### config.mk
export PLATFORM = sky130hd
export DESIGN_NAME = utf16_to_utf8_encoder
export DESIGN_NICKNAME = d
export VERILOG_FILES = /design/src/sv/u16u8_pkg.sv /design/src/sv/u16u8_front.sv /design/src/sv/u16u8_queue.sv /design/src/sv/u16u8_back.sv /design/src/sv/utf16_to_utf8_encoder.sv
export SDC_FILE = /design/constraint.sdc
export NUM_CORES = 1
export LEC_CHECK = 0
export ABC_AREA = 1
export BUFFER_PORTS_ARGS = -buffer_cell sky130_fd_sc_hd__buf_2
export CAP_MARGIN = 20
export CORE_MARGIN = 10
export CORE_UTILIZATION = 60
export CTS_CLUSTER_DIAMETER = 50
export DETAILED_ROUTE_END_ITERATION = 7
export HOLD_SLACK_MARGIN = 0.08
export PLACE_DENSITY = 0.81
export SETUP_SLACK_MARGIN = 0.05
export SYNTH_ARGS = -nofsm -noshare
export SYNTH_HDL_FRONTEND = slang
export SYNTH_SLANG_ARGS = --single-unit
export TNS_END_PERCENT = 30
### constraint.sdc
create_clock -name i_clk -period 8.15 [get_ports i_clk]
set_input_delay 0.815 -clock i_clk [delete_from_list [all_inputs] [get_ports i_clk]]
set_output_delay 0.815 -clock i_clk [all_outputs]
set_load 0.05 [all_outputs]
### src/sv/u16u8_pkg.sv
// shared types and constants for the utf-16 to utf-8 encoder
`timescale 1ns / 1ps

package u16u8_pkg;

    // code unit ranges
    localparam logic [15:0] ONE_BYTE_MAX = 16'h007F;
    localparam logic [15:0] TWO_BYTE_MAX = 16'h07FF;
    localparam logic [5:0]  HIGH_SURR_TAG = 6'b110110;
    localparam logic [5:0]  LOW_SURR_TAG  = 6'b110111;

    // byte prefixes and the replacement byte
    localparam logic [7:0] REPLACE_BYTE = 8'h3F;
    localparam logic [1:0] CONT_TAG  = 2'b10;
    localparam logic [2:0] LEAD2_TAG = 3'b110;
    localparam logic [3:0] LEAD3_TAG = 4'b1110;
    localparam logic [4:0] LEAD4_TAG = 5'b11110;

    // plane offset added to the upper bits of a surrogate pair (0x10000 >> 10)
    localparam logic [10:0] PLANE_OFFSET = 11'h040;

    // input command codes
    localparam logic CMD_UNIT = 1'b0;
    localparam logic CMD_END  = 1'b1;

    localparam int JOB_BYTES   = 4;
    localparam int QUEUE_DEPTH = 2;

    // one classified item: up to four bytes, first in slot 0
    typedef struct packed {
        logic [JOB_BYTES-1:0][7:0] bytes;
        logic [2:0]                cnt;
        logic                      last;
        logic                      stored;
    } t_job;

endpackage

### src/sv/u16u8_front.sv
// front end: accepts code units, tracks surrogates and budget, builds byte jobs
`timescale 1ns / 1ps

module u16u8_front (
    input  logic              i_clk,
    input  logic              i_rst_n,
    input  logic              i_cfg_valid,
    input  logic [15:0]       i_cfg_data,
    input  logic              i_valid,
    input  logic              i_cmd,
    input  logic [15:0]       i_unit,
    input  logic              i_queue_ready,
    output logic              o_ready,
    output logic              o_push,
    output u16u8_pkg::t_job   o_job
);

    logic        r_cap_nz;
    logic [15:0] r_budget;
    logic [15:0] r_used;
    logic        r_hp;
    logic [9:0]  r_hb;

    logic        n_hp;
    logic [9:0]  n_hb;
    logic [15:0] n_used;

    logic        accept;
    logic [15:0] left;
    logic        is_low;
    logic        is_high;
    logic [2:0][7:0] fb;
    logic [2:0]  fn;
    logic        f_hold;
    logic [10:0] cp_hi;
    logic [2:0]  raw_n;
    u16u8_pkg::t_job job;

    assign o_ready = i_queue_ready;
    assign accept  = i_valid && i_queue_ready;
    assign left    = (r_used >= r_budget) ? 16'd0 : r_budget - r_used;
    assign is_low  = (i_unit[15:10] == u16u8_pkg::LOW_SURR_TAG);
    assign is_high = (i_unit[15:10] == u16u8_pkg::HIGH_SURR_TAG);
    assign cp_hi   = {1'b0, r_hb} + u16u8_pkg::PLANE_OFFSET;

    // encoding of a unit taken on its own
    always_comb begin
        fb     = '0;
        fn     = 3'd0;
        f_hold = 1'b0;
        if (i_unit <= u16u8_pkg::ONE_BYTE_MAX) begin
            fb[0] = i_unit[7:0];
            fn    = 3'd1;
        end else if (i_unit <= u16u8_pkg::TWO_BYTE_MAX) begin
            fb[0] = {u16u8_pkg::LEAD2_TAG, i_unit[10:6]};
            fb[1] = {u16u8_pkg::CONT_TAG, i_unit[5:0]};
            fn    = 3'd2;
        end else if (is_high) begin
            f_hold = 1'b1;
        end else if (is_low) begin
            fb[0] = u16u8_pkg::REPLACE_BYTE;
            fn    = 3'd1;
        end else begin
            fb[0] = {u16u8_pkg::LEAD3_TAG, i_unit[15:12]};
            fb[1] = {u16u8_pkg::CONT_TAG, i_unit[11:6]};
            fb[2] = {u16u8_pkg::CONT_TAG, i_unit[5:0]};
            fn    = 3'd3;
        end
    end

    // job assembly, budget clipping and next state
    always_comb begin
        job    = '0;
        raw_n  = 3'd0;
        n_used = r_used;
        n_hp   = r_hp;
        n_hb   = r_hb;
        if (i_cmd == u16u8_pkg::CMD_END) begin
            job.cnt    = 3'd1;
            job.last   = 1'b1;
            job.stored = r_cap_nz;
            n_used     = 16'd0;
            n_hp       = 1'b0;
            n_hb       = 10'd0;
        end else if (left != 16'd0) begin
            job.stored = 1'b1;
            if (r_hp && is_low) begin
                job.bytes[0] = {u16u8_pkg::LEAD4_TAG, cp_hi[10:8]};
                job.bytes[1] = {u16u8_pkg::CONT_TAG, cp_hi[7:2]};
                job.bytes[2] = {u16u8_pkg::CONT_TAG, cp_hi[1:0], i_unit[9:6]};
                job.bytes[3] = {u16u8_pkg::CONT_TAG, i_unit[5:0]};
                raw_n = 3'd4;
                n_hp  = 1'b0;
            end else if (r_hp) begin
                // held high surrogate was orphaned: replace it, then retry the unit
                job.bytes[0] = u16u8_pkg::REPLACE_BYTE;
                job.bytes[1] = fb[0];
                job.bytes[2] = fb[1];
                job.bytes[3] = fb[2];
                raw_n = 3'd1;
                n_hp  = 1'b0;
                if (left > 16'd1) begin
                    raw_n = 3'd1 + fn;
                    n_hp  = f_hold;
                    n_hb  = i_unit[9:0];
                end
            end else begin
                job.bytes[0] = fb[0];
                job.bytes[1] = fb[1];
                job.bytes[2] = fb[2];
                raw_n = fn;
                n_hp  = f_hold;
                n_hb  = i_unit[9:0];
            end
            job.cnt = (left < {13'd0, raw_n}) ? left[2:0] : raw_n;
            n_used  = r_used + {13'd0, job.cnt};
        end
    end

    assign o_job  = job;
    assign o_push = accept && (job.cnt != 3'd0);

    // string state and capacity
    always_ff @(posedge i_clk) begin
        if (!i_rst_n) begin
            r_cap_nz <= 1'b1;
            r_budget <= 16'd255;
            r_used   <= 16'd0;
            r_hp     <= 1'b0;
            r_hb     <= 10'd0;
        end else begin
            if (i_cfg_valid) begin
                r_cap_nz <= (i_cfg_data != 16'd0);
                r_budget <= (i_cfg_data == 16'd0) ? 16'd0 : i_cfg_data - 16'd1;
            end
            if (accept) begin
                r_used <= n_used;
                r_hp   <= n_hp;
                r_hb   <= n_hb;
            end
        end
    end

endmodule

### src/sv/u16u8_queue.sv
// two-entry job queue between front end and byte serializer
`timescale 1ns / 1ps

module u16u8_queue (
    input  logic              i_clk,
    input  logic              i_rst_n,
    input  logic              i_push,
    input  u16u8_pkg::t_job   i_job,
    output logic              o_ready,
    input  logic              i_pop,
    output logic              o_valid,
    output u16u8_pkg::t_job   o_job
);

    localparam int PW = $clog2(u16u8_pkg::QUEUE_DEPTH);

    u16u8_pkg::t_job r_mem [u16u8_pkg::QUEUE_DEPTH];
    logic [PW-1:0]   r_wp;
    logic [PW-1:0]   r_rp;
    logic [PW:0]     r_cnt;

    assign o_ready = (r_cnt != (PW+1)'(u16u8_pkg::QUEUE_DEPTH));
    assign o_valid = (r_cnt != '0);
    assign o_job   = r_mem[r_rp];

    // storage
    always_ff @(posedge i_clk) begin
        if (i_push) begin
            r_mem[r_wp] <= i_job;
        end
    end

    // pointers and fill count
    always_ff @(posedge i_clk) begin
        if (!i_rst_n) begin
            r_wp  <= '0;
            r_rp  <= '0;
            r_cnt <= '0;
        end else begin
            if (i_push) begin
                r_wp <= r_wp + PW'(1);
            end
            if (i_pop) begin
                r_rp <= r_rp + PW'(1);
            end
            if (i_push && !i_pop) begin
                r_cnt <= r_cnt + (PW+1)'(1);
            end else if (i_pop && !i_push) begin
                r_cnt <= r_cnt - (PW+1)'(1);
            end
        end
    end

endmodule

### src/sv/u16u8_back.sv
// back end: serializes queued jobs into one output byte per beat
`timescale 1ns / 1ps

module u16u8_back (
    input  logic              i_clk,
    input  logic              i_rst_n,
    input  logic              i_job_valid,
    input  u16u8_pkg::t_job   i_job,
    output logic              o_pop,
    output logic              o_valid,
    input  logic              i_ready,
    output logic [7:0]        o_byte,
    output logic              o_last,
    output logic              o_stored
);

    u16u8_pkg::t_job r_job;
    logic            r_busy;
    logic [1:0]      r_idx;
    logic            r_valid;
    logic [7:0]      r_byte;
    logic            r_last;
    logic            r_stored;

    logic can_load;
    logic job_done;

    assign can_load = !r_valid || i_ready;
    assign job_done = r_busy && can_load && ({1'b0, r_idx} == r_job.cnt - 3'd1);
    assign o_pop    = i_job_valid && (!r_busy || job_done);

    assign o_valid  = r_valid;
    assign o_byte   = r_byte;
    assign o_last   = r_last;
    assign o_stored = r_stored;

    // job walker and output register
    always_ff @(posedge i_clk) begin
        if (!i_rst_n) begin
            r_busy  <= 1'b0;
            r_idx   <= 2'd0;
            r_valid <= 1'b0;
        end else begin
            if (can_load) begin
                r_valid <= r_busy;
                if (r_busy) begin
                    r_byte   <= r_job.bytes[r_idx];
                    r_last   <= r_job.last;
                    r_stored <= r_job.stored;
                end
            end
            if (o_pop) begin
                r_job  <= i_job;
                r_idx  <= 2'd0;
                r_busy <= 1'b1;
            end else begin
                if (job_done) begin
                    r_busy <= 1'b0;
                end
                if (can_load && r_busy) begin
                    r_idx <= r_idx + 2'd1;
                end
            end
        end
    end

endmodule

### src/sv/utf16_to_utf8_encoder.sv
// top level of the utf-16 to utf-8 encoder
`timescale 1ns / 1ps

// Converts a stream of UTF-16 code units (tuser 0) into UTF-8 bytes, one byte per
// output beat; an end beat (tuser 1) yields a zero terminator with tlast set and resets
// the string state. Surrogate pairs give four bytes; a lone low surrogate or a high one
// followed by a non-low unit gives '?'. Output is clipped to capacity minus one bytes
// per string. The front end takes one input beat per cycle while its two-entry job
// queue has room; the serializer sends one byte per cycle while the output is ready.
// A unit makes one byte for ASCII, two or three for other BMP characters, four per pair
// and none for a held high surrogate. The user must write the capacity register via
// the always-ready cfg channel while no string beat is in flight; it is unenforced.

module utf16_to_utf8_encoder (
    input  logic        i_clk,
    input  logic        i_rst_n,
    input  logic        i_cfg_valid,
    output logic        o_cfg_ready,
    input  logic [15:0] i_cfg_data,       // capacity
    input  logic        i_s_axis_tvalid,
    output logic        o_s_axis_tready,
    input  logic [15:0] i_s_axis_tdata,   // code_unit
    input  logic        i_s_axis_tuser,   // cmd
    output logic        o_m_axis_tvalid,
    input  logic        i_m_axis_tready,
    output logic [7:0]  o_m_axis_tdata,   // out_byte
    output logic        o_m_axis_tlast,
    output logic        o_m_axis_tuser    // stored
);

    logic            q_ready;
    logic            push;
    u16u8_pkg::t_job f_job;
    logic            q_valid;
    logic            pop;
    u16u8_pkg::t_job q_job;

    assign o_cfg_ready = 1'b1;

    // classify and budget
    u16u8_front u_front (
        .i_clk         (i_clk),
        .i_rst_n       (i_rst_n),
        .i_cfg_valid   (i_cfg_valid),
        .i_cfg_data    (i_cfg_data),
        .i_valid       (i_s_axis_tvalid),
        .i_cmd         (i_s_axis_tuser),
        .i_unit        (i_s_axis_tdata),
        .i_queue_ready (q_ready),
        .o_ready       (o_s_axis_tready),
        .o_push        (push),
        .o_job         (f_job)
    );

    // decoupling queue
    u16u8_queue u_queue (
        .i_clk   (i_clk),
        .i_rst_n (i_rst_n),
        .i_push  (push),
        .i_job   (f_job),
        .o_ready (q_ready),
        .i_pop   (pop),
        .o_valid (q_valid),
        .o_job   (q_job)
    );

    // byte serializer
    u16u8_back u_back (
        .i_clk       (i_clk),
        .i_rst_n     (i_rst_n),
        .i_job_valid (q_valid),
        .i_job       (q_job),
        .o_pop       (pop),
        .o_valid     (o_m_axis_tvalid),
        .i_ready     (i_m_axis_tready),
        .o_byte      (o_m_axis_tdata),
        .o_last      (o_m_axis_tlast),
        .o_stored    (o_m_axis_tuser)
    );

endmodule
Word-level counts from Yosys, hierarchy flattened --
Memory sizes are Yosys's and may differ from the RTL's. A register that Yosys moved wholly into a read port is not among the register bits. Index checks and enable logic that the tools add are counted.
Word-level totals: input bits 38, RAM bits 74, memories kept 1, output and inout port bits 13, ROM bits 0, register bits 62, latch bits 0
Operators by class: bitwise logic cells 1, add/subtract/negate cells 11, eq/ne operators 6, divide/modulo/power cells 0, reductions and logical operators 27, multiply operators 0, magnitude comparators 6, muxes and demuxes 53, shifts and indexed selects 0
Memories:
- u_queue.r_mem | words 2, bits a word 37, rd ports 1, clocked after memory_dff 1, wr ports 1, line u16u8_queue.sv:17 | u16u8_pkg::t_job r_mem [u16u8_pkg::QUEUE_DEPTH];
Operators by type and width (count):
- two-way mux 16 bit | 7
- two-way mux 24 bit | 4
- two-way mux 32 bit | 2
- two-way mux 10 bit | 5
- two-way mux 8 bit | 5
- two-way mux 35 bit | 1
- nonzero test 16 bit | 2
- two-way mux 3 bit | 10
- adder 16 x 3 -> 16 bit | 1
- binary-select mux 8 bit (select 2 bit) | 1
- greater-or-equal comparator 16 bit | 1
- greater-than comparator 16 x 1 -> 1 bit, second input constant | 1
- less-or-equal comparator 16 x 11 -> 1 bit, second input constant | 1
- less-or-equal comparator 16 x 7 -> 1 bit, second input constant | 1
- zero test 16 bit | 1
- < comparator 16 x 3 -> 1 bit | 1
- subtractor 16 x 1 -> 16 bit, second input constant | 1
- subtractor 16 bit | 1
- two-way mux 1 bit | 15
- equality test 6 bit, second input constant | 2
- adder 10 x 7 -> 11 bit, second input constant | 1
- logical AND 1 bit | 8
- nonzero test 2 bit | 4
- two-way mux 2 bit | 3
- other kinds (17) | 25

Depth between registers and ports, before layout --
Gate-level depths: netlist (run 1).
depth in word-level cells 21, gate-level depth with buffers 40, mapped depth without buffers 40

Hierarchy --
From an unflattened synthesis (run 1), not the netlist that was laid out.
Unflattened totals: cells, all modules 1014, area total of the unflattened synthesis 9281.4 sq um
Modules (own cells, without submodules):
- u16u8_front | times used 1, cells each 727, sequential area each 880.8 sq um, area an instance 4316.6 sq um
- u16u8_queue | times used 1, cells each 150, sequential area each 2322.2 sq um, area an instance 3050.4 sq um
- u16u8_back | times used 1, cells each 135, sequential area each 1491.4 sq um, area an instance 1903.1 sq um
- utf16_to_utf8_encoder | times used 1, cells each 2, sequential area each 0.0 sq um, area an instance 11.3 sq um

Worst setup path after synthesis (run 1) --
No wires, ideal clock.
kind reg2reg, from register u_front.r_used[0], to memory u_queue.r_mem[0][0] in the netlist's numbering, enable pin, arrival time 5504 ps, cell stages (with the launch flop) 25, period minus slack after synthesis 5974 ps, path buffers 0, slack 2176 ps, library setup time 471 ps, data required time 7679 ps, cell sequence dfxtp_1 -> ha_1 -> fa_1 -> inv_1 -> nand3_1 -> nand3_1 -> nand2_1 -> nand2_2 -> nand2_1 -> nand2_1 -> nand2_2 -> inv_2 -> o21ai_1 -> nand2_1 -> nor2_2 -> nand2_2 -> a31oi_1 -> ha_1 -> a2111oi_2 -> nand2_2 -> nand2_1 -> nand3_1 -> nand2_1 -> nor2_1 -> nor3_1
On the way: longest elaborated chain between the ends 16, elaborated cells on any way between the ends 18
Ends and longest elaborated chain:
- start, declared | line u16u8_front.sv:20 | logic [15:0] r_used;
- start signal, assigned | line u16u8_front.sv:137 | r_used <= n_used;
- subtractor 16 bit or greater-or-equal comparator 16 bit (tied branches) | line u16u8_front.sv:41 | assign left = (r_used >= r_budget) ? 16'd0 : r_budget - r_used;
- two-way mux 16 bit (*) | line u16u8_front.sv:41
- greater-than comparator 16 x 1 -> 1 bit | line u16u8_front.sv:102 | if (left > 16'd1) begin
- two-way mux 3 bit | line u16u8_front.sv:102
- two-way mux 3 bit | line u16u8_front.sv:94 | end else if (r_hp) begin
- two-way mux 3 bit | line u16u8_front.sv:87 | if (r_hp && is_low) begin
- two-way mux 3 bit | line u16u8_front.sv:85 | end else if (left != 16'd0) begin
- two-way mux 3 bit | line u16u8_front.sv:78 | if (i_cmd == u16u8_pkg::CMD_END) begin
- < comparator 16 x 3 -> 1 bit | line u16u8_front.sv:115 | job.cnt = (left < {13'd0, raw_n}) ? left[2:0] : raw_n;
- two-way mux 3 bit | line u16u8_front.sv:115
- two-way mux 35 bit (*) | line u16u8_front.sv:85
- two-way mux 3 bit (*) | line u16u8_front.sv:78
- nonzero test 3 bit (*) | line u16u8_front.sv:121 | assign o_push = accept && (job.cnt != 3'd0);
- logical AND 1 bit (*) | line u16u8_front.sv:121
- two-way mux 1 bit (*) | line u16u8_queue.sv:28 | if (i_push) begin
- two-way mux 1 bit (not written as such) (*) | line u16u8_queue.sv:29 | r_mem[r_wp] <= i_job;
- end, declared | line u16u8_queue.sv:17
Mark *: on every way between the ends. The rest lies on a longest branch, timed or not. The select of a mux whose other input is x is not followed.

Final worst setup path (run 1) --
from register u_front.r_used[0], to register u_front.r_used[14]
On the way: longest elaborated chain between the ends 13, elaborated cells on any way between the ends 17
Ends and longest elaborated chain:
- subtractor 16 bit or greater-or-equal comparator 16 bit (tied branches) | line u16u8_front.sv:41
- two-way mux 16 bit | line u16u8_front.sv:41
- greater-than comparator 16 x 1 -> 1 bit | line u16u8_front.sv:102
- two-way mux 3 bit | line u16u8_front.sv:102
- two-way mux 3 bit | line u16u8_front.sv:94
- two-way mux 3 bit | line u16u8_front.sv:87
- two-way mux 3 bit | line u16u8_front.sv:85
- two-way mux 3 bit | line u16u8_front.sv:78
- < comparator 16 x 3 -> 1 bit | line u16u8_front.sv:115
- two-way mux 3 bit | line u16u8_front.sv:115
- adder 16 x 3 -> 16 bit | line u16u8_front.sv:116 | n_used = r_used + {13'd0, job.cnt};
- two-way mux 16 bit | line u16u8_front.sv:85
- two-way mux 16 bit | line u16u8_front.sv:78
Parallel ways exist; a longest one is shown, timed or not. The select of a mux whose other input is x is not followed. A chain may end at the register's enable or synchronous reset.

==> impl_results.md, run 1 <==
- Status: finished, final reports clean
- CORE AREA: 0.0140 mm²
- Slew margin rel.: 0.330
- Met3 wire length: 1.86 mm
- Total die area: 0.0196 mm²
- Post-synthesis compound-gate area fraction: 0.108
- Largest family of logic cells by synthesized area: simple AND/OR/NAND/NOR gates
- Crit path time final: 5.48 ns
- Ant diodes: 0
- Slowest cell on crit path: a2111oi_2
- Final Power: 2.52 mW
- Post-DP HPWL: 14.2 mm
- Adder-cell share of the synthesized area: 0.0422
- Pre-CTS WS: 2.66 ns
- Post-Synth Simple-Gate Area: 0.240
- Synth warn: 0
- Total gr overflow: 0
- Inserted Clock Buffers: 17
- DR vias/cell: 5.51
- Synthesis-to-layout area growth: 11.8%
- F_max: 182 MHz
- Worst slew pin tran: 0.980 ns
- Post-CTS Resized: 0
- Critical path required time: 8.52 ns
- Routed len/inst: 15.2 µm
- CTS tree: done
- Initial antenna violation count: 0
- Crit share post-route: 0.672
- Netlist Area Pre-Place: 0.00865 mm²
- Clk slew on worst S/H paths: 0.07 ns
- CP endpoint kind: flop
- CTS H-tree depth: 4
- RSZ-0062 raised after global routing: false
- # DRC: 0
- Final clock skew: 0.0109 ns
- Placed Area: 0.00908 mm²
- DRT met1 WL: 8.83 mm
- I/O Buffers: 49
- Mux cell area share after synthesis: 0
- CTS Root Cell: clkbuf_16
- FF-to-FF setup slack: 2.67 ns
- Die height: 140 µm
- Final setup violation count: 0
- Std cell rows: 43
- First DRT Iteration DRCs: 671
- Vias in the first global route: 6408
- Placed insts: 1241
- Arr. time, crit path: 5.85 ns
- Tightest Hold Check Type: flop to flop
- Antenna viol nets, final: 0
- CP dominant cell by count: nand2_1
- Worst skew pair latency: 0.44 ns
- Initial Util: 0.619
- Final hold violation count: 0
- Setup TNS Final: 0 ns
- Cells after synthesis: 1030
- Crit-path max cell delay: 0.58 ns
- Worst setup SP type: flop
- Layout cells sized above 1: 0.115
- Seq cells post-synth: 167
- Total wire length: 19.3 mm
- Setup CP Type: flop to flop
- # fillers: 1070
- Leakage power: 4.22 nW
- Final Wtd Congestion: 0.958
- Initial DRT Pass Iterations: 5
- I/O pin total: 51
- Power per cell area: 261 mW/mm²
- Post-route insts no fill: 1273
- Most frequent cells in the layout: nand2_1 (310), inv_1 (121), edfxtp_1 (115), nor2_1 (94), a21oi_1 (60)
- XOR/XNOR Fraction of Synth Area: 0.0202
- Largest net degree at the start of global routing: 38
- Die Width: 140 µm
- Routed vias: 7011
- Post-synthesis sequential area ratio: 0.519
- Design Area, Final: 0.00968 mm²
- Final setup margin: 2.67 ns
- Clk sinks: 167
- Syn Area/Cell: 8.40 µm²
- Most common cell after layout, fill and taps aside: nand2_1
- Max-cap violations: 0
- Worst ir drop on vdd: 0.168 mV
- Top sig layer: met4
- DR WL met2: 8.35 mm
- # nets final: 1146
- CP max FO: 5
- Cts hold-fix bufs: 0
- Clk buf depth: 2
- Syn_nets: 1096
- First-pass GRT wire length: 31.4 mm
- Post-CTS Setup Inserts: 0
- Total GRT Usage: 0.196
- Pins Over Slew Limit: 0
- Synth unique cells: 47
synth_stat cells (all sizes together):
library cell / instances / share of area
and2: 1 / 0.00072
edfxtp: 115 / 0.40
o31ai: 1 / 0.00087
a31oi: 4 / 0.0029
nor3: 23 / 0.018
or2: 1 / 0.00072
conb: 1 / 0.00043
dfxtp: 52 / 0.12
nor2: 101 / 0.046
a211oi: 12 / 0.010
a2111oi: 4 / 0.0048
xnor2: 8 / 0.0081
nor4: 3 / 0.0022
fa: 2 / 0.0046
a21oi: 61 / 0.036
or3: 1 / 0.00072
o21ai: 50 / 0.029
nand3b: 3 / 0.0026
buf: 4 / 0.0030
o32ai: 3 / 0.0030
nand4: 6 / 0.0043
o211ai: 1 / 0.00087
xor2: 12 / 0.012
clkbuf: 21 / 0.0091
nand2: 320 / 0.14
a32oi: 3 / 0.0030
a221oi: 2 / 0.0020
o221ai: 2 / 0.0020
o21a: 2 / 0.0017
o22ai: 15 / 0.011
clkinv: 3 / 0.0013
a2bb2oi: 1 / 0.0010
nand3: 36 / 0.023
inv: 130 / 0.056
ha: 26 / 0.038
worst paths after layout:
check	from	end	cells past startpoint
setup / recovery	u_front.r_used[0]	u_front.r_used[14]	33
hold / removal	u_back.r_job[0]	u_back.o_stored	0
setup reg to reg	u_front.r_used[0]	u_front.r_used[14]	33
hold reg to reg	u_back.r_job[0]	u_back.o_stored	0
final cells by class:
| type | instances | area, µm² | share of cell area |
|---|---|---|---|
| multi-input combinational | 705 | 3560 | 0.368 |
| clock inverter | 15 | 173 | 0.0178 |
| tap | 180 | 225 | 0.0233 |
| sequential | 167 | 4490 | 0.464 |
| timing repair buffer | 56 | 298 | 0.0308 |
| clock buffer | 17 | 425 | 0.0440 |
| inverter | 133 | 499 | 0.0516 |
critical path, delay by kind of cell, from the launching register on:
family	cells	cell delay [ns]
AND/OR/NAND/NOR	18	2.25
adder cells (fa/ha/maj)	5	1.41
AO/OA/AOI/OAI	6	1.10
flip-flops	1	0.34
buffers and inverters	4	0.34
sequential cells by signal, summed over array words and instances, names as in the netlist, 2 cells and up:
signal            cells
u_back.o_byte         8
u_front.r_budget     16
u_front.r_hb         10
u_back.r_job         35
u_back.r_idx          2
u_front.r_used       16
u_queue.r_cnt         2
u_queue.r_mem        70
logic make-up (layout without fill, tap and decap cells):
family / count (synthesis) / count (layout)
other: 1 / 1
adder cells (fa/ha/maj): 28 / 28
AO/OA/AOI/OAI: 161 / 161
XOR/XNOR: 20 / 20
AND/OR/NAND/NOR: 495 / 495
flip-flops: 167 / 167
buffers and inverters: 158 / 221
where the power goes:
part           internal (mW)  switching (mW)
Clock                  0.459           0.353
Sequential              1.09          0.0542
Combinational          0.159           0.402
Total                   1.71           0.810
stage by stage:
| step | utilization | hold slack (ns) |
|---|---|---|
| floorplan | - | 0.400 |
| global placement | 0.649 | 0.403 |
| detailed placement | 0.649 | 0.431 |
| CTS | 0.692 | 0.443 |
| global route | 0.692 | 0.441 |
| finish | 0.692 | 0.443 |
metal layers:
| layer | vias to the layer above | global-route usage |
|---|---|---|
| met5 | - | 0 |
| met2 | 299 | 0.287 |
| met3 | 28 | 0.0554 |
| met4 | 0 | 0.0620 |
| met1 | 3164 | 0.275 |
| li1 | 3520 | - |
Note: power is estimated with default switching activity, not from simulation.
==> inputs of run 2 (changes only) <==
- clock period: 8.15 -> 5.48 ns (I/O delays scaled with it)
==> run 2 against run 1 <==
Net effect:
- non-clock buffer count grew 7
- final area grew 1.2%
- sequential cell count stayed put
- clock skew rose by 0.0020 ns
- utilization is 0.80 points higher
- total power grew 50%
- register-to-register slack lost 2.3 ns
- critical endpoint is now u_front.r_used[12]
- final cell count up 0.55%
- fmax is 6.9% higher
- via count rose by 2.0%
- clock-buffer cell count grew 1
- combinational power rose by 53%
- highest routed layer unchanged
==> impl_results.md, run 2 (synthesis gave the netlist of run 1 again) <==
- Synthesis-to-layout area growth: 13.1%
- DR vias/cell: 5.59
- Most frequent cells in the layout: nand2_1 (309), inv_1 (121), edfxtp_1 (115), nor2_1 (93), a21oi_1 (59)
- CP max FO: 5
- I/O Buffers: 49
- Power per cell area: 386 mW/mm²
- Worst ir drop on vdd: 0.239 mV
- Pins Over Slew Limit: 0
- Total GRT Usage: 0.198
- Status: finished, final reports clean
- Antenna viol nets, final: 0
- Initial Util: 0.619
- Post-DP HPWL: 14.4 mm
- Leakage power: 4.26 nW
- First-pass GRT wire length: 31.7 mm
- CP dominant cell by count: nand2_1
- Routed len/inst: 15.7 µm
- Total wire length: 20.1 mm
- Arr. time, crit path: 5.49 ns
- Final setup violation count: 0
- Clk buf depth: 2
- Die height: 140 µm
- Initial antenna violation count: 0
- Hold path depth: 2
- Slowest cell on crit path: fa_2
- CP endpoint kind: flop
- Final clock skew: 0.0129 ns
- Int Power: 2.56 mW
- F_max: 195 MHz
- Combinational Power Share: 0.228
- Final hold violation count: 0
- # nets final: 1153
- Setup TNS Final: 0 ns
- Critical path required time: 5.84 ns
- Final Wtd Congestion: 0.948
- Vias in the first global route: 6553
- CTS tree: done
- Clk slew on worst S/H paths: 0.07 ns
- First DRT Iteration DRCs: 689
- Switching portion of total power: 0.322
- Slew margin rel.: 0.375
- Crit path time final: 5.13 ns
- # fillers: 1100
- Worst skew pair latency: 0.43 ns
- Max-cap violations: 0
- Worst slew pin tran: 0.914 ns
- Setup CP Type: flop to flop
- Crit share post-route: 0.935
- Cts hold-fix bufs: 0
- Routed vias: 7150
- Switching pwr: 1.22 mW
- Worst hold slack: 0.373 ns
- Crit-path max cell delay: 0.38 ns
- Reg2Reg Depth: 35
- Clock Power Share: 0.318
- Inserted Clock Buffers: 17
- Ant diodes: 0
- CORE AREA: 0.0140 mm²
- I/O pin total: 51
- Most flops, register: u_queue.r_mem
- Initial DRT Pass Iterations: 5
- Worst setup SP type: flop
- Most common cell after layout, fill and taps aside: nand2_1
- Reg power frac: 0.454
- Layout Utilization: 0.700
- Total gr overflow: 0
- CTS Root Cell: clkbuf_16
- Layout cells sized above 1: 0.135
- Top flop regs: u_queue.r_mem (70), u_back.r_job (35)
- Max reg flops: 70
- Clk sinks: 167
- # DRC: 0
- Die Width: 140 µm
- Tightest Hold Check Type: input port to flop
- Largest net degree at the start of global routing: 38
- CTS H-tree depth: 4
- Total die area: 0.0196 mm²
- Std cell rows: 43
run 2: layout make-up:
class | count | area (µm²) | area share
clock buffers | 18 | 429 | 0.0438
multi-input cells | 705 | 3620 | 0.370
inverters | 133 | 502 | 0.0513
well taps | 180 | 225 | 0.0230
flip-flops and latches | 167 | 4500 | 0.459
clock inverters | 14 | 168 | 0.0171
repair buffers | 63 | 350 | 0.0358
run 2: final timing paths:
| check | from | slack [ns] | to |
|---|---|---|---|
| max | u_front.r_budget[0] | 0.35 | u_front.r_used[12] |
| min | i_cfg_data[0] | 0.37 | u_front.r_budget[0] |
| max reg2reg | u_front.r_budget[0] | 0.35 | u_front.r_used[12] |
| min reg2reg | u_back.r_job[0] | 0.43 | u_back.o_stored |
run 2: power by group through the flow:
stage / sequential, mW / combinational (mW) / clock [mW]
after floorplan: 1.76 / 0.571 / 0
after global placement: 1.73 / 0.806 / 0
after detailed placement: 1.74 / 0.833 / 0
after CTS: 1.71 / 0.843 / 1.22
after global routing: 1.73 / 0.961 / 1.26
final: 1.71 / 0.862 / 1.20
run 2: timing repair:
| item | CTS | global route |
|---|---|---|
| resized for setup | 0 | 18 |
| buffers inserted | 0 | 4 |
| endpoints found under the setup margin | 0 | 3 |
run 2: per-stage QoR:
| step | worst slack, ns | instance area (µm²) | power, mW | std cells |
|---|---|---|---|---|
| 2_1_floorplan | 0.586 | 8660 | 2.33 | 1030 |
| 3_3_place_gp | 0.406 | 9110 | 2.53 | 1244 |
| 3_5_place_dp | 0.243 | 9110 | 2.57 | 1244 |
| 4_1_cts | 0.180 | 9700 | 3.77 | 1276 |
| 5_1_grt | -0.00938 | 9790 | 3.95 | 1280 |
| 6_report | 0.354 | 9790 | 3.78 | 1280 |
run 2: layer usage:
layer,track usage,routed length (µm),part of all wire
met5,0,0,0
met4,0.0717,260,0.013
met3,0.0504,2110,0.10
met2,0.290,8930,0.44
met1,0.278,8820,0.44
run 2: critical path, delay by kind of cell, from the launching register on:
| kind | cells | cell delay (ns) |
|---|---|---|
| simple gates | 18 | 2.09 |
| flops | 1 | 0.30 |
| compound gates | 6 | 0.83 |
| fa+ha+maj | 5 | 1.29 |
| buf+inv | 6 | 0.56 |
